==> config.mk <==
export PLATFORM = sky130hd
export DESIGN_NAME = btcc_decide
export DESIGN_NICKNAME = d
export VERILOG_FILES = /design/src/hdl/btcc_pkg.sv /design/src/hdl/btcc_decide.sv
export SDC_FILE = /design/constraint.sdc
export NUM_CORES = 2
export LEC_CHECK = 0
export BUFFER_PORTS_ARGS = -buffer_cell sky130_fd_sc_hd__buf_2
export CORE_AREA = 2 2 570 572
export CTS_CLUSTER_SIZE = 40
export DETAILED_ROUTE_END_ITERATION = 10
export DIE_AREA = 0 0 572 574
export GPL_TIMING_DRIVEN = 0
export PLACE_DENSITY = 0.35
export SYNTH_ARGS = -nofsm -noshare
export SYNTH_HDL_FRONTEND = slang
export SYNTH_SLANG_ARGS = --single-unit
export TNS_END_PERCENT = 100
==> constraint.sdc <==
create_clock -name i_clk -period 10.4 [get_ports i_clk]
set_input_delay 2.08 -clock i_clk [delete_from_list [all_inputs] [get_ports i_clk]]
set_output_delay 2.08 -clock i_clk [all_outputs]
set_load 0.01 [all_outputs]
==> src/hdl/btcc_pkg.sv <==
// ----------------------------------------------------------------------------
// btcc_pkg
// shared constants and types of the box/triangle/circle collision tester
// ----------------------------------------------------------------------------
package btcc_pkg;
    localparam int COORD_WIDTH_DEF = 16;
    localparam int OP_WIDTH        = 2;

    typedef enum logic [OP_WIDTH-1:0] {
        OP_BOX      = 2'd0,
        OP_TRIANGLE = 2'd1,
        OP_CIRCLE   = 2'd2,
        OP_NONE     = 2'd3
    } t_op;
endpackage

==> src/hdl/btcc_decide.sv <==
// ----------------------------------------------------------------------------
// btcc_decide
// stage 3: area signs, distance compares and the final hit select
// ----------------------------------------------------------------------------
module btcc_decide #(
    parameter int CW = 16
) (
    input  logic                      i_clk,
    input  logic                      i_en,
    input  logic [1:0]                i_op,
    input  logic                      i_box_hit,
    input  logic                      i_vtx_hit,
    input  logic signed [2*CW+3:0]    i_pa [4][3],
    input  logic signed [2*CW+3:0]    i_pb [4][3],
    input  logic signed [2*CW+1:0]    i_sx [8],
    input  logic signed [2*CW+1:0]    i_sy [8],
    input  logic signed [2*CW+1:0]    i_rr,
    output logic                      o_hit
);
    import btcc_pkg::*;
    localparam int PW = 2*CW + 4;

    logic n_hit, w_tri, w_circ, w_pos, w_neg;
    logic signed [PW-1:0] w_a;

    always_comb begin
        w_tri = 1'b0;
        for (int c = 0; c < 4; c++) begin
            w_pos = 1'b0;
            w_neg = 1'b0;
            for (int k = 0; k < 3; k++) begin
                w_a = i_pa[c][k] - i_pb[c][k];
                if (w_a < 0) w_neg = 1'b1;
                else if (w_a != 0) w_pos = 1'b1;
            end
            if (!(w_pos && w_neg)) w_tri = 1'b1;
        end
        w_circ = 1'b0;
        for (int p = 0; p < 8; p++) begin
            if ({1'b0, i_sx[p]} + {1'b0, i_sy[p]} < {1'b0, i_rr}) w_circ = 1'b1;
        end
        unique case (t_op'(i_op))
            OP_BOX:      n_hit = i_box_hit;
            OP_TRIANGLE: n_hit = i_vtx_hit || w_tri;
            OP_CIRCLE:   n_hit = w_circ;
            default:     n_hit = 1'b0;
        endcase
    end

    always_ff @(posedge i_clk) begin
        if (i_en) begin
            o_hit <= n_hit;
        end
    end
endmodule

Word level (Yosys, flattened, before mapping)

Index checks and enable logic that the tools add are counted.
W data, S select, Z words.

Bits in registers: 1

Reduce and logical (&&, ||, !) cells: 18
Order comparisons: 20
Muxes and demuxes: 49
$add $sub $neg: 20
Equal/unequal tests: 2

Operators with widths:

| cell                  | number |
|---|---|
| $lt A36 B1 Y1 const B | 12 |
| $reduce_bool A36 Y1   | 12 |
| $sub A36 B36 Y36      | 12 |
| $add A34 B34 Y35      | 8 |
| $lt A35 B34 Y1        | 8 |
| $mux W1               | 48 |
| $logic_and A1 B1 Y1   | 4 |
| $pmux W1 S3           | 1 |
| $eq A2 B1 Y1 const B  | 1 |
| $eq A2 B2 Y1 const B  | 1 |
| $logic_not A2 Y1      | 1 |
| $logic_or A1 B1 Y1    | 1 |

Longest topological paths before layout

Word-level depth: 15
Depth in mapped cells: 29
Gate-level depth less buffers: 29

Worst setup path after synthesis

No wires, ideal clock.

Path kind: input to register
Start: input port i_sx[204] (netlist bit)
End: register o_hit, data pin
Data required time: 10145 ps
Library setup time: 255 ps
Data arrival time: 6630 ps
Cell stages on the path: 29
Path slack: 3514 ps
Cells stage by stage: ha_1 -> fa_1 -> a21o_1 -> a21oi_1 -> o21ai_0 -> a2111oi_0 -> nor2_1 -> and2_1 -> o21a_1 -> o21ai_0 -> a21oi_1 -> o21ai_0 -> nand2b_1 -> a21oi_1 -> xnor2_1 -> ha_1 -> a21o_1 -> a21o_1 -> a21oi_1 -> nor3_1 -> a211oi_1 -> o21ai_0 -> a21oi_1 -> o311ai_0 -> a21oi_1 -> o41ai_1 -> nor4bb_1 -> nand4_1 -> and3_1

Longest elaborated chain between the ends: 10

Ends and longest elaborated chain:

| item                  | line              | source |
|---|---|---|
| from (decl)           | btcc_decide.sv:15 | `input logic signed [2*CW+1:0] i_sx [8],` |
| $add A34 B34 Y35      | btcc_decide.sv:40 | `if ({1'b0, i_sx[p]} + {1'b0, i_sy[p]} < {1'b0, i_rr}) w_circ = 1'b1;` |
| $lt A35 B34 Y1        | btcc_decide.sv:40 |  |
| $mux W1 (7 in series) | btcc_decide.sv:40 |  |
| $pmux W1 S3           | btcc_decide.sv:42 | `unique case (t_op'(i_op))` |
| via n_hit             | btcc_decide.sv:23 | `logic n_hit, w_tri, w_circ, w_pos, w_neg;` |
| to (signal assigned)  | btcc_decide.sv:52 | `o_hit <= n_hit;` |
| to (decl)             | btcc_decide.sv:18 | `output logic o_hit` |

The timed path passes the listed nets, and every way through them passes these cells.
A chain may end at the register's enable or synchronous reset.

Worst setup path in the final report

Start: input port i_sx[238] (netlist bit)
End: register o_hit, data pin

Longest elaborated chain between the ends: 11

Ends and longest elaborated chain:

| item                  | line |
|---|---|
| $add A34 B34 Y35      | btcc_decide.sv:40 |
| $lt A35 B34 Y1        | btcc_decide.sv:40 |
| $mux W1 (8 in series) | btcc_decide.sv:40 |
| $pmux W1 S3           | btcc_decide.sv:42 |
| via n_hit             | btcc_decide.sv:23 |

The timed path passes the listed nets, and every way through them passes these cells.

==> results.md <==
- Yosys top cell by area: ha_1
- Number of flops mapped to enable cells by yosys: 1
- Vias post-DR: 58800
- Top Layer Used: met5
- Utilization after layout: 18.3%
- Post-route setup TNS: 0 ns
- DRT iter0 DRCs: 4100
- Core Box Area: 323000 µm²
- Pin count of the biggest net entering global routing: 11
- Post-route DRC violation count: 0
- Area grow syn2layout: 28.8%
- Total of max-cap violations: 0
- Routed wl met3: 19400 µm
- First-pass GRT wire length: 427000 µm
- Leading registers by flop count: o_hit (1)
- RSZ-0062 raised after global routing: no
- Die X: 572 µm
- DR pass1 iterations: 5
- Syn Nets: 9105
- Synthesized instance count: 6681
- Post-route ant nets: 0
- CTS clk-pin slew, worst paths: 0 ns
- Initial Util: 14.2%
- Commonest non-fill, non-tap cell in the layout: buf_2
- Max FO, Critical Path: 4
- Startpoint class of the critical path: primary input
- Vias in the first global route: 57000
- Drt total wl: 312000 µm
- Final worst-path cycle share: 88.5%
- Relative slew slack: 15.0%
- Achievable frequency: 109 MHz
- Synth unique cells: 96
- PortBufs: 1448
- Largest register FFs: 1
- Top cells by area, synth: ha_1 26%, a21oi_1 7.3%, inv_1 5.6%
- Hold_ws: 2.28 ns
- Transition time at the pin with the least slew margin: 1.26 ns
- Total grt overflow: 0
- Slowest CP cell: a2111oi_1
- Total global routing track utilization: 18.0%
- RD Place Congestion: 0.986
- Most flops, register: o_hit
- Status: finished, final reports clean
- Fill cells: 37400
- Fin nets: 10600
- Register area share after synthesis: 0.0656%
- Register Area: 30.0 µm²
- Post-CTS Setup Bufs: 0
- Synth top area share: 26.1%
- Most frequent cells in the layout: 1460 x buf_2, 956 x ha_1, 687 x inv_1
- Layout cells sized above 1: 19.3%
- Min Tclk post-route: 9.20 ns
- YS warnings: 0
- Rows: 209
- Hold Buf Count CTS: 0
- Lkg Pwr: 28.3 nW
- Synth Cell Area: 45700 µm²
- Crit path DAT: 8.95 ns
- DRT met1 WL: 140000 µm
- WL met2: 138000 µm
- Worst path max stage delay: 0.44 ns
- Cell Pwr Density: 64.5 nW/µm²
- Worst VDD drop: 0.0257 mV
- Io pins: 1449
- Die Ht: 574 µm
- Hold Path Class: primary input to register
- Final slew viol count: 0
- Critical Path Sink Type: register
- Crit Path Class: primary input to register
- Family with the most delay on the worst path: compound AO/OA/AOI/OAI gates
- Area taken by multi-input logic gates: 42600 µm²
- Asr flop ratio synth: 0%
- Initial antenna violation count: 334
- CP Data Required Time: 10.14 ns
- Worst Path Buf+Inv: 4
- Most Frequent Cell on Critical Path: a21oi_1
- DR vias/cell: 4.65
- Mean Syn Cell Area: 6.85 µm²
- Final setup violation count: 0
- DR WL/cell: 24.7 µm
- Yosys reg bits: 1
- Top FF cell, synth: edfxtp_1
- Fin. Hold Viols: 0
- Number of gates resized after CTS: 0
- HPWL Detailed: 288000 µm
- Die ar.: 328000 µm²
per-layer routing:
layer | global-route usage [%] | up-vias
li1 | - | 28100
met4 | 7.59 | 86
met1 | 23.8 | 27900
met5 | 0 | -
met2 | 28.7 | 2178
met3 | 2.76 | 526
worst paths after layout:
check             startpoint    end  slack [ns]  cells past startpoint
setup / recovery   i_sx[238]  o_hit        1.20                     27
hold / removal          i_en  o_hit        2.28                      1
cell families (layout without fill, tap and decap cells):
logic type / count (synthesis) / count (layout) / share of synthesized area, %
XOR/XNOR: 398 / 398 / 7.62
adder cells (fa/ha/maj): 976 / 976 / 27.0
buffers and inverters: 837 / 2292 / 6.89
multiplexers: 59 / 59 / 1.33
other: 0 / 174 / 0
AND/OR/NAND/NOR: 2023 / 2023 / 22.5
AO/OA/AOI/OAI: 2387 / 2387 / 34.6
flip-flops: 1 / 1 / 0.0656
cell type report:
cell class                      instances  area share, %
Antenna cell                          174          0.739
Sequential cell                         1         0.0510
Timing Repair Buffer                 1455           12.4
Buffer                                150          0.975
Tap cell                             4325           9.19
Inverter                              687           4.38
Multi-Input combinational cell       5843           72.3
cells in the mapped netlist, drive strengths merged (16+ instances only):
cell     count
o22ai       28
xnor2      279
a31oi       78
or4         24
o311ai      16
o31a        21
xor2       119
o31ai       50
nor2b      112
mux2i       46
a21boi      30
a2111oi     46
o2111ai     54
nand2      415
a31o        18
a211o       27
o211ai      78
nand4      130
a21o       287
inv        687
nor2       476
and4        26
nor3       166
nand2b     120
nor3b       22
o21bai      77
o221ai      27
or3         55
and2        42
nand3b      30
o41ai       16
fa          20
and3        75
a211oi      92
a221oi      21
clkbuf     142
ha         956
or2         36
o21ai      431
a21oi      669
nor4        57
o21a       129
nand3      190
through the flow:
stage / instances / setup slack (ns) / power, mW / cell area [µm²]
floorplan: 6681 / 3.51 / 2.46 / 45700
global placement: 12500 / -2.44 / 3.77 / 58400
detailed placement: 12500 / 0.895 / 3.77 / 58500
CTS: 12500 / 0.911 / 3.80 / 58500
global route: 12600 / 0.632 / 4.24 / 58700
finish: 12600 / 1.20 / 3.80 / 58900
where the power goes:
group	internal [mW]	leakage, nW	total [mW]	switching [mW]
Clock	0.00000184	0.00111	0.00000184	0
Sequential	0.00536	0.00984	0.00721	0.00186
Combinational	1.54	28.3	3.79	2.25
Total	1.54	28.3	3.80	2.25
No activity file was read; power rests on OpenSTA's default activity.
