### src/hdl/btcc_pkg.sv
// ----------------------------------------------------------------------------
// btcc_pkg
// shared constants and types of the box/triangle/circle collision tester
// ----------------------------------------------------------------------------
package btcc_pkg;
    localparam int COORD_WIDTH_DEF = 16;
    localparam int OP_WIDTH        = 2;

    typedef enum logic [OP_WIDTH-1:0] {
        OP_BOX      = 2'd0,
        OP_TRIANGLE = 2'd1,
        OP_CIRCLE   = 2'd2,
        OP_NONE     = 2'd3
    } t_op;
endpackage

### src/hdl/btcc_diff.sv
// ----------------------------------------------------------------------------
// btcc_diff
// stage 1: edge compares, vertex-in-box tests and coordinate differences
// ----------------------------------------------------------------------------
module btcc_diff #(
    parameter int CW = 16
) (
    input  logic                    i_clk,
    input  logic                    i_en,
    input  logic [1:0]              i_op,
    input  logic signed [CW-1:0]    i_l,
    input  logic signed [CW-1:0]    i_r,
    input  logic signed [CW-1:0]    i_t,
    input  logic signed [CW-1:0]    i_b,
    input  logic signed [CW-1:0]    i_o [6],
    output logic [1:0]              o_op,
    output logic                    o_box_hit,
    output logic                    o_vtx_hit,
    // triangle: corner c, edge k -> ax,ay,bx,by ; circle uses point diffs
    output logic signed [CW+1:0]    o_d [4][3][4],
    output logic signed [CW:0]      o_cd [8][2],
    output logic signed [CW-1:0]    o_rad
);
    import btcc_pkg::*;
    localparam int DW = CW + 2;

    logic signed [CW:0] w_px [4];
    logic signed [CW:0] w_py [4];
    logic signed [CW:0] w_qx [8];
    logic signed [CW:0] w_qy [8];
    logic               n_box, n_vtx;

    always_comb begin
        // corners lt, rt, rb, lb
        w_px[0] = {i_l[CW-1], i_l}; w_py[0] = {i_t[CW-1], i_t};
        w_px[1] = {i_r[CW-1], i_r}; w_py[1] = {i_t[CW-1], i_t};
        w_px[2] = {i_r[CW-1], i_r}; w_py[2] = {i_b[CW-1], i_b};
        w_px[3] = {i_l[CW-1], i_l}; w_py[3] = {i_b[CW-1], i_b};
        // eight circle sample points
        w_qx[0] = {i_l[CW-1], i_l};       w_qy[0] = {i_t[CW-1], i_t};
        w_qx[1] = {i_o[3][CW-1], i_o[3]}; w_qy[1] = {i_t[CW-1], i_t};
        w_qx[2] = {i_r[CW-1], i_r};       w_qy[2] = {i_t[CW-1], i_t};
        w_qx[3] = {i_l[CW-1], i_l};       w_qy[3] = {i_o[4][CW-1], i_o[4]};
        w_qx[4] = {i_r[CW-1], i_r};       w_qy[4] = {i_o[4][CW-1], i_o[4]};
        w_qx[5] = {i_l[CW-1], i_l};       w_qy[5] = {i_b[CW-1], i_b};
        w_qx[6] = {i_o[3][CW-1], i_o[3]}; w_qy[6] = {i_b[CW-1], i_b};
        w_qx[7] = {i_r[CW-1], i_r};       w_qy[7] = {i_b[CW-1], i_b};
        n_box = (w_px[1] + (CW+1)'(1) >= $signed({i_o[0][CW-1], i_o[0]}))
             && (w_px[0] - (CW+1)'(1) <= $signed({i_o[1][CW-1], i_o[1]}))
             && (w_py[2] + (CW+1)'(1) >= $signed({i_o[2][CW-1], i_o[2]}))
             && (w_py[0] - (CW+1)'(1) <= $signed({i_o[3][CW-1], i_o[3]}));
        n_vtx = 1'b0;
        for (int k = 0; k < 3; k++) begin
            if (i_o[2*k] > i_l && i_o[2*k] < i_r && i_o[2*k+1] > i_t && i_o[2*k+1] < i_b)
                n_vtx = 1'b1;
        end
    end

    always_ff @(posedge i_clk) begin
        if (i_en) begin
            o_op      <= i_op;
            o_box_hit <= n_box;
            o_vtx_hit <= n_vtx;
            o_rad     <= i_o[2];
            for (int c = 0; c < 4; c++) begin
                for (int k = 0; k < 3; k++) begin
                    o_d[c][k][0] <= DW'(i_o[2*k]) - DW'(w_px[c]);
                    o_d[c][k][1] <= DW'(i_o[2*k+1]) - DW'(w_py[c]);
                    o_d[c][k][2] <= DW'(i_o[2*((k+1)%3)]) - DW'(w_px[c]);
                    o_d[c][k][3] <= DW'(i_o[2*((k+1)%3)+1]) - DW'(w_py[c]);
                end
            end
            for (int p = 0; p < 8; p++) begin
                o_cd[p][0] <= w_qx[p] - $signed({i_o[0][CW-1], i_o[0]});
                o_cd[p][1] <= w_qy[p] - $signed({i_o[1][CW-1], i_o[1]});
            end
        end
    end
endmodule

### config.mk
export PLATFORM = sky130hd
export DESIGN_NAME = btcc_diff
export DESIGN_NICKNAME = d
export VERILOG_FILES = /design/src/hdl/btcc_pkg.sv /design/src/hdl/btcc_diff.sv
export SDC_FILE = /design/constraint.sdc
export NUM_CORES = 1
export LEC_CHECK = 0
export BUFFER_PORTS_ARGS = -buffer_cell sky130_fd_sc_hd__buf_2
export CORE_AREA = 2 2 511 513
export CTS_BUF_LIST = sky130_fd_sc_hd__clkbuf_16
export DETAILED_ROUTE_END_ITERATION = 10
export DIE_AREA = 0 0 513 515
export PLACE_DENSITY = 0.37
export SKIP_CTS_REPAIR_TIMING = 1
export SLEW_MARGIN = 20
export SYNTH_ARGS = -nofsm -noshare
export SYNTH_HDL_FRONTEND = slang
export SYNTH_SLANG_ARGS = --single-unit
### constraint.sdc
create_clock -name i_clk -period 4.8 [get_ports i_clk]
set_input_delay 0 -clock i_clk [delete_from_list [all_inputs] [get_ports i_clk]]
set_output_delay 0 -clock i_clk [all_outputs]
set_load 0.05 [all_outputs]
Word level (Yosys, flattened, before mapping)
Cells that the tools add are included.
{"block": "word_totals", "register_bits": 338, "latch_bits": 0, "ramBits": 0, "romBits": 0, "out_inout_bits": 1156, "n_memories": 0}
{"block": "classes", "addsub": 22, "mul": 0, "div": 0, "order_cmp": 16, "eq_ne": 0, "shift": 0, "n_mux": 1, "bitwise_logic": 0, "reduce_logical": 13}
{"op": "16-bit by 16-bit subtractor with 17-bit output", "n": 18}
{"op": "16-bit > comparator", "n": 6}
{"op": "16-bit < comparator", "n": 6}
{"op": "16-bit by 2-bit adder with 17-bit output, second input constant", "n": 2}
{"op": "17-bit by 16-bit >= comparator with 1-bit output", "n": 2}
{"op": "17-bit by 16-bit <= comparator with 1-bit output", "n": 2}
{"op": "16-bit by 2-bit subtractor with 17-bit output, second input constant", "n": 2}
{"op": "1-bit logical AND", "n": 12}
{"op": "2-bit OR reduction", "n": 1}
{"op": "1-bit 2-to-1 mux", "n": 1}

Logic depth before layout (Yosys ltp)
Gate-level depths: netlist of run 1.
{"block": "logic_depth", "word_depth": 5, "depth_mapped": 16}

Worst setup path after synthesis of run 1
Ideal clock, no wire load.
{"block": "synth_timing", "path_type": "in2reg", "startpoint": "in i_l[2]", "endpoint": "reg o_box_hit, data pin", "setup_time_ns": 0.131, "arrival_time_ns": 2.523, "slack_ns": 2.146, "stages": 14, "path_buffers": 0, "path_cell_list": "nor4_1 > nand3_1 > nor3_1 > nand2_1 > nor2_1 > xnor2_1 > ha_1 > a21o_1 > a211oi_1 > nand4b_1 > o211ai_1 > o2111ai_1 > nor3_1 > o31a_1"}
{"block": "synth_between", "elab_chain_cells": 5}
{"element": "start, declared", "line": "btcc_diff.sv:11", "source": "input logic signed [CW-1:0] i_l,"}
{"element": "16-bit by 2-bit subtractor with 17-bit output", "line": "btcc_diff.sv:49", "source": "&& (w_px[0] - (CW+1)'(1) <= $signed({i_o[1][CW-1], i_o[1]}))"}
{"element": "17-bit by 16-bit <= comparator with 1-bit output", "line": "btcc_diff.sv:49"}
{"element": "1-bit logical AND", "line": "btcc_diff.sv:49"}
{"element": "1-bit logical AND", "line": "btcc_diff.sv:50", "source": "&& (w_py[2] + (CW+1)'(1) >= $signed({i_o[2][CW-1], i_o[2]}))"}
{"element": "1-bit logical AND", "line": "btcc_diff.sv:51", "source": "&& (w_py[0] - (CW+1)'(1) <= $signed({i_o[3][CW-1], i_o[3]}));"}
{"element": "net n_box", "line": "btcc_diff.sv:31", "source": "logic n_box, n_vtx;"}
{"element": "end signal, assigned", "line": "btcc_diff.sv:62", "source": "o_box_hit <= n_box;"}
{"element": "end, declared", "line": "btcc_diff.sv:17", "source": "output logic o_box_hit,"}
The timed path passes the listed nets, and every way through them passes these cells.
A chain may end at the register's enable or synchronous reset.

Worst setup path in the final report of run 1
{"block": "layout_timing", "startpoint": "in i_o[65] (netlist name)", "endpoint": "reg o_cd[117] (netlist name), data pin"}
{"block": "layout_between", "elab_chain_cells": 1}
{"element": "start, declared", "line": "btcc_diff.sv:15", "source": "input logic signed [CW-1:0] i_o [6],"}
{"element": "16-bit by 16-bit subtractor with 17-bit output", "line": "btcc_diff.sv:75", "source": "o_cd[p][1] <= w_qy[p] - $signed({i_o[1][CW-1], i_o[1]});"}
{"element": "end signal, assigned by index", "line": "btcc_diff.sv:74", "source": "o_cd[p][0] <= w_qx[p] - $signed({i_o[0][CW-1], i_o[0]});"}
{"element": "end signal, assigned by index", "line": "btcc_diff.sv:75"}
{"element": "end, declared", "line": "btcc_diff.sv:21", "source": "output logic signed [CW:0] o_cd [8][2],"}
No other way between the ends.

==> results of run 1 <==
-- kinds of logic (layout without fill, tap and decap cells) --
logic type / Yosys count / after routing / synth area share [%]
flops: 322 / 322 / 30.5
mux: 4 / 4 / 0.134
other cells: 0 / 28 / 0
compound gates: 649 / 649 / 13.4
xor+xnor: 265 / 265 / 7.31
simple gates: 639 / 639 / 9.74
buf+inv: 1122 / 1775 / 23.1
fa+ha+maj: 390 / 390 / 15.8
-- layout make-up --
cell class | instances | area [µm²] | share of cell area (%)
clock buffers | 52 | 1300 | 3.31
clock inverters | 43 | 551 | 1.40
well taps | 3402 | 4260 | 10.8
multi-input cells | 1947 | 14800 | 37.6
repair buffers | 1434 | 7760 | 19.7
inverters | 246 | 923 | 2.35
flip-flops and latches | 322 | 9670 | 24.6
diodes | 28 | 70.1 | 0.178
-- how the worst max path moves through the flow --
stage,slack (ns),depth (start not counted),endpoint,start
floorplan,2.15,14,o_box_hit$_DFFE_PP_,i_l[2]
global placement,0.27,10,o_vtx_hit$_SDFFCE_PP1P_,i_t[15]
detailed placement,0.35,15,o_box_hit$_DFFE_PP_,i_t[2]
CTS,1.15,15,o_box_hit$_DFFE_PP_,i_t[2]
global route,0.85,13,o_cd[117]$_DFFE_PP_,i_o[65]
finish,1.01,13,o_cd[117]$_DFFE_PP_,i_o[65]
-- through the flow --
step | worst slack, ns | power [W] | area [µm²]
2_1_floorplan | 2.15 | 0.0125 | 31700
3_3_place_gp | 0.268 | 0.0146 | 36400
3_5_place_dp | 0.348 | 0.0146 | 36400
4_1_cts | 1.15 | 0.0191 | 38200
5_1_grt | 0.853 | 0.0195 | 39200
6_report | 1.01 | 0.0187 | 39300
-- critical path: cells and delay by family --
kind / cells / cell delay [ns]
xor+xnor: 1 / 0.07
fa+ha+maj: 1 / 0.36
compound gates: 7 / 1.86
buf+inv: 4 / 1.90
-- Yosys cell counts (5+ instances only) --
cell type / instances
a21oi_1: 205
fa_1: 18
a21boi_1: 18
buf_4: 834
o21ai_1: 45
o31a_1: 8
and2_1: 8
nand4_1: 34
o211ai_1: 8
nor2_1: 180
a221oi_1: 13
a41o_1: 8
xor2_1: 53
nor3_1: 66
clkbuf_1: 35
or2_2: 10
nor2b_1: 61
nand3_1: 57
ha_1: 372
a211oi_1: 12
and4_1: 6
nor4_1: 16
nand2b_1: 31
inv_1: 245
or3_1: 13
a21boi_0: 5
edfxtp_1: 322
o22ai_1: 7
a31oi_1: 16
o41ai_2: 5
a21o_1: 87
o21a_1: 38
and3_1: 15
o21ai_0: 75
nand2_1: 133
o31ai_1: 13
o2111ai_1: 8
o21bai_1: 30
xnor2_1: 212
-- routing by layer --
layer | vias to the layer above | GRT usage, %
met5 | - | 0
met4 | 12 | 5.09
met3 | 288 | 2.39
met2 | 1412 | 28.8
met1 | 13425 | 17.2
li1 | 12222 | -
-- power by group --
part,switching (W),internal (W)
registers,0.000950,0.00370
clock network,0.00175,0.00254
logic,0.00784,0.00196
-- state kept, by name, indices dropped and copies added, names as in the netlist --
register and flops:
o_box_hit 1, o_cd 99, o_d 203, o_op 2, o_rad 16, o_vtx_hit 1
==> impl_metrics.json, run 1 <==
{
  "outcome": "finished with violations",
  "failed_checks": "negative hold slack",
  "htree_levels": 2,
  "vias_per_cell": 3.66,
  "synth_area_leaders": "edfxtp_1 30%, buf_4 20%, ha_1 15%",
  "clk_pin_slew_ns": 0.06,
  "syn_area_per_cell_um2": 9.36,
  "p_leak_nw": 17.6,
  "crit_arrival_ns": 4.22,
  "worstHoldPathType": "in2reg",
  "ys_seq_elements": 322,
  "ys.flop_type": "edfxtp_1",
  "grt_usage_pct": 15.3,
  "fin_util_pct": 15.2,
  "setup_viol": 0,
  "ys_seq_area_share_pct": 30.5,
  "wl_met3_um": 10700,
  "wl_um": 213000,
  "globalplace.congestion": 0.876,
  "netlist_area_um2": 31700,
  "overflow": 0,
  "coreArea_um2": 259000,
  "tns_ns": 0,
  "die_y_um": 515,
  "cts_sinks": 322,
  "worst_setup_path_end_kind": "flop",
  "critPathRequiredTime_ns": 5.23,
  "die_x_um": 513,
  "vias": 27359,
  "grt_pass1_vias": 25248,
  "fill_cells": 29285,
  "tritoncts": "done",
  "cp-start-kind": "input port",
  "hold_violations": 4,
  "post-route-period-util_pct": 78.9,
  "ios": 1320,
  "final_cell_mix": "1318 x buf_2, 372 x ha_1, 322 x edfxtp_1",
  "min_from": "i_r[3]",
  "crit_top_cell": "a21oi_1",
  "portBuffers": 1319,
  "irDropWorstVdd_mv": 0.299,
  "relSlewSlack_pct": 26.8,
  "drive_above_1_share_pct": 36.3,
  "root_buffer": "clkbuf_16",
  "worstSetupPathType": "in2reg",
  "drc": 0,
  "synth_largest_area_cell": "edfxtp_1",
  "dp_hpwl_um": 184000,
  "stdcell_count": 7474,
  "max-cap-violations": 0,
  "finalCriticalPeriod_ns": 3.79,
  "crit_path_cell_trace": "dlygate4sd3_1 -> buf_2 -> inv_1 -> ha_1 -> a21oi_1 -> a2bb2oi_1 -> a21oi_1 -> a41o_1 -> o41ai_2 -> o2111ai_1 -> a21oi_1 -> xnor2_1 -> dlygate4sd3_1",
  "drtPass1Iterations": 5,
  "antenna_found_initial": 122,
  "initial_utilization_pct": 12.3,
  "rows": 187,
  "clockBufferDepth": 3,
  "ys_warn_count": 0,
  "hold_slack_ns": -0.0411,
  "min_to": "o_cd[21]$_DFFE_PP_",
  "grt_max_degree": 90,
  "p_per_area_nw_per_um2": 477,
  "syn2layout_area_growth_pct": 23.8,
  "syn-instance-count": 3391,
  "worst_pin_slew_ns": 1.09,
  "drt_first_iter_violations": 1718,
  "drv_slew": 0,
  "synth_top_area_share_pct": 30.5,
  "routedWlPerCell_um": 28.4,
  "rsz0062_at_grt": "false",
  "grt_pass1_wl_um": 260000,
  "syn_nets": 3945,
  "synth-edff-count": 322,
  "synth_cell_types": 78,
  "wl_met2_um": 111000,
  "min_path_cells": 6,
  "drt-met1-wl_um": 82900,
  "dp.cells": 7255,
  "fin_nets": 4557,
  "highest_layer": "met5",
  "max_freq_mhz": 264,
  "crit_fanout": 6,
  "ant_nets": 0,
  "synthArstFlopShare_pct": 0,
  "cts_inserted_buffers": 52,
  "layout_commonest_cell": "buf_2",
  "dieArea_um2": 264000,
  "max_stage_delay_ns": 0.57,
  "crit_path_top_delay_cell": "dlygate4sd3_1"
}
Power figures use the tool's default switching activity.
==> inputs of run 2 (changes only) <==
--- a/config.mk
+++ b/config.mk
@@ -6,11 +6,11 @@
 export NUM_CORES = 1
 export LEC_CHECK = 0
 export BUFFER_PORTS_ARGS = -buffer_cell sky130_fd_sc_hd__buf_2
-export CORE_AREA = 2 2 511 513
+export CORE_AREA = 2 2 512 514
 export CTS_BUF_LIST = sky130_fd_sc_hd__clkbuf_16
 export DETAILED_ROUTE_END_ITERATION = 10
-export DIE_AREA = 0 0 513 515
-export PLACE_DENSITY = 0.37
+export DIE_AREA = 0 0 514 516
+export PLACE_DENSITY = 0.38
 export SKIP_CTS_REPAIR_TIMING = 1
 export SLEW_MARGIN = 20
 export SYNTH_ARGS = -nofsm -noshare
==> constraint.sdc (replaced) <==
create_clock -name i_clk -period 3.1 [get_ports i_clk]
set_input_delay 0 -clock i_clk [delete_from_list [all_inputs] [get_ports i_clk]]
set_output_delay 0 -clock i_clk [all_outputs]
set_load 0.05 [all_outputs]
==> run 2 against run 1 <==
Against the previous run: the run still ends with negative hold slack left; utilization increased by 0.51 points; first-iteration DRC count down 4.8%; largest power group unchanged; critical endpoint is now o_d[412]$_DFFE_PP_; flip-flop and latch count unchanged; hold slack gained 0.026 ns; die area increased by 0.39%; largest cell class unchanged.
==> impl_metrics.json, run 2 (synthesis gave the netlist of run 1 again) <==
{
  "hold_slack_ns": -0.0154,
  "grt_usage_pct": 15.4,
  "use_met1_pct": 17.5,
  "drv_slew": 0,
  "overflow": 0,
  "die_x_um": 514,
  "dp.cells": 7443,
  "crit_buf_inv": 3,
  "drive_above_1_share_pct": 38.9,
  "vias_per_cell": 3.69,
  "fin_nets": 4749,
  "globalplace.congestion": 0.850,
  "max_stage_delay_ns": 0.59,
  "ios": 1320,
  "grt_max_degree": 58,
  "p_clk_share_pct": 22.5,
  "outcome": "finished with violations",
  "root_buffer": "clkbuf_16",
  "p_per_area_nw_per_um2": 717,
  "power.internal_w": 0.0129,
  "max-cap-violations": 0,
  "portBuffers": 1319,
  "finalCriticalPeriod_ns": 2.98,
  "clk_pin_slew_ns": 0.06,
  "final_cell_mix": "1318 x buf_2, 372 x ha_1, 322 x edfxtp_1",
  "worst_pin_slew_ns": 0.890,
  "setup_viol": 0,
  "worstHoldPathType": "in2reg",
  "grt.busiest_layer": "met2",
  "routedWlPerCell_um": 28.1,
  "drt_first_iter_violations": 1636,
  "tritoncts": "done",
  "dp_hpwl_um": 188000,
  "irDropWorstVdd_mv": 0.365,
  "top_regs": "o_d (203), o_cd (99), o_rad (16)",
  "pwr-share-seq_pct": 25.0,
  "worst_path_dominant_cell_family": "compound AO/OA/AOI/OAI gates",
  "stdcell_count": 7667,
  "p_leak_nw": 18.6,
  "design_area_um2": 40700,
  "p_sw_share_pct": 55.9,
  "rsz0062_at_grt": "false",
  "dieArea_um2": 265000,
  "crit_arrival_ns": 3.42,
  "worstSetupPathType": "in2reg",
  "cp-start-kind": "input port",
  "crit_path_top_delay_cell": "dlygate4sd3_1",
  "drc": 0,
  "min_to": "o_d[399]$_DFFE_PP_",
  "rows": 187,
  "grt_pass1_wl_um": 264000,
  "cts_sinks": 322,
  "layout_commonest_cell": "buf_2",
  "die_y_um": 516,
  "max_freq_mhz": 335,
  "grt_pass1_vias": 26032,
  "crit_path_cell_trace": "dlygate4sd3_1 -> buf_2 -> inv_1 -> ha_1 -> fa_1 -> nor2b_1 -> o21ai_1 -> a21boi_1 -> o21ai_1 -> a21oi_1 -> o21ai_1 -> a31oi_1 -> o21ai_1 -> a31o_2",
  "wl_um": 215000,
  "vias": 28303,
  "combPwrFrac_pct": 52.5,
  "largest_register": "o_d",
  "crit_top_cell": "o21ai_1",
  "relSlewSlack_pct": 40.2,
  "drtPass1Iterations": 6,
  "initial_utilization_pct": 12.2,
  "hold_violations": 5,
  "p_switching_w": 0.0163,
  "grtUsageMet2_pct": 30.0,
  "htree_levels": 2,
  "clockBufferDepth": 3,
  "crit_fanout": 6,
  "fin_util_pct": 15.7,
  "place_area_um2": 37800,
  "use_met3_pct": 1.84,
  "worst_setup_path_end_kind": "flop",
  "coreArea_um2": 259000,
  "syn2layout_area_growth_pct": 28.3,
  "tns_ns": 0,
  "cts_inserted_buffers": 54,
  "ant_nets": 0,
  "critPathRequiredTime_ns": 3.54,
  "antenna_found_initial": 113,
  "min_path_cells": 3,
  "failed_checks": "negative hold slack",
  "min_from": "i_o[67]",
  "largest_reg_flops": 203,
  "post-route-period-util_pct": 96.2
}
-- run 2: cell count changes in the layout (fill, tap and decap cells not counted), moves of 2 or more --
cell,previous run,this run
inv_8,2,0
nor4_4,0,2
clkbuf_16,52,55
diode_2,28,26
inv_1,246,254
nor4_2,3,1
bufinv_16,10,8
dlygate4sd3_1,96,98
buf_4,15,203
-- run 2: worst max-delay path by stage --
| stage | to | cells past startpoint | from |
|---|---|---|---|
| 2_1_floorplan | o_box_hit$_DFFE_PP_ | 14 | i_l[2] |
| 3_3_place_gp | o_box_hit$_DFFE_PP_ | 17 | i_l[2] |
| 3_5_place_dp | o_box_hit$_DFFE_PP_ | 16 | i_b[2] |
| 4_1_cts | o_box_hit$_DFFE_PP_ | 16 | i_b[2] |
| 5_1_grt | o_box_hit$_DFFE_PP_ | 16 | i_l[1] |
| 6_report | o_d[412]$_DFFE_PP_ | 14 | i_o[64] |
-- run 2: per-stage QoR --
step           worst slack, ns  hold slack (ns)  total power [W]
2_1_floorplan            0.446           0.0989           0.0193
3_3_place_gp            -0.996            0.238           0.0229
3_5_place_dp            -0.966            0.230           0.0229
5_1_grt                0.00996          0.00899           0.0304
4_1_cts                 -0.219           -0.566           0.0298
6_report                 0.119          -0.0154           0.0292
-- run 2: power groups by stage --
stage               Clock (W)  Combinational (W)  Sequential [W]
floorplan                   0             0.0108         0.00855
detailed placement          0             0.0153         0.00758
finish                0.00656             0.0153         0.00731
global route          0.00701             0.0160         0.00743
global placement            0             0.0153         0.00755
CTS                   0.00693             0.0153         0.00751
-- run 2: final cells by class --
type	count	area (µm²)
Antenna cell	26	65.1
Clock buffer	55	1380
Clock inverter	45	475
Fill cell	29381	219000
Inverter	246	923
Multi-Input combinational cell	1947	14800
Sequential cell	322	9670
Tap cell	3402	4260
Timing Repair Buffer	1624	9200
-- run 2: worst min-delay path: cells and delay by family --
kind	cells	cell delay, ns
xor+xnor	1	0.16
buf+inv	1	0.16
fa+ha+maj	1	0.24
-- run 2: metal layers --
layer	wire [µm]	vias up
met3	9660	315
met1	83700	13867
met2	115000	1472
met4	6620	18
met5	115	-
li1	-	12631
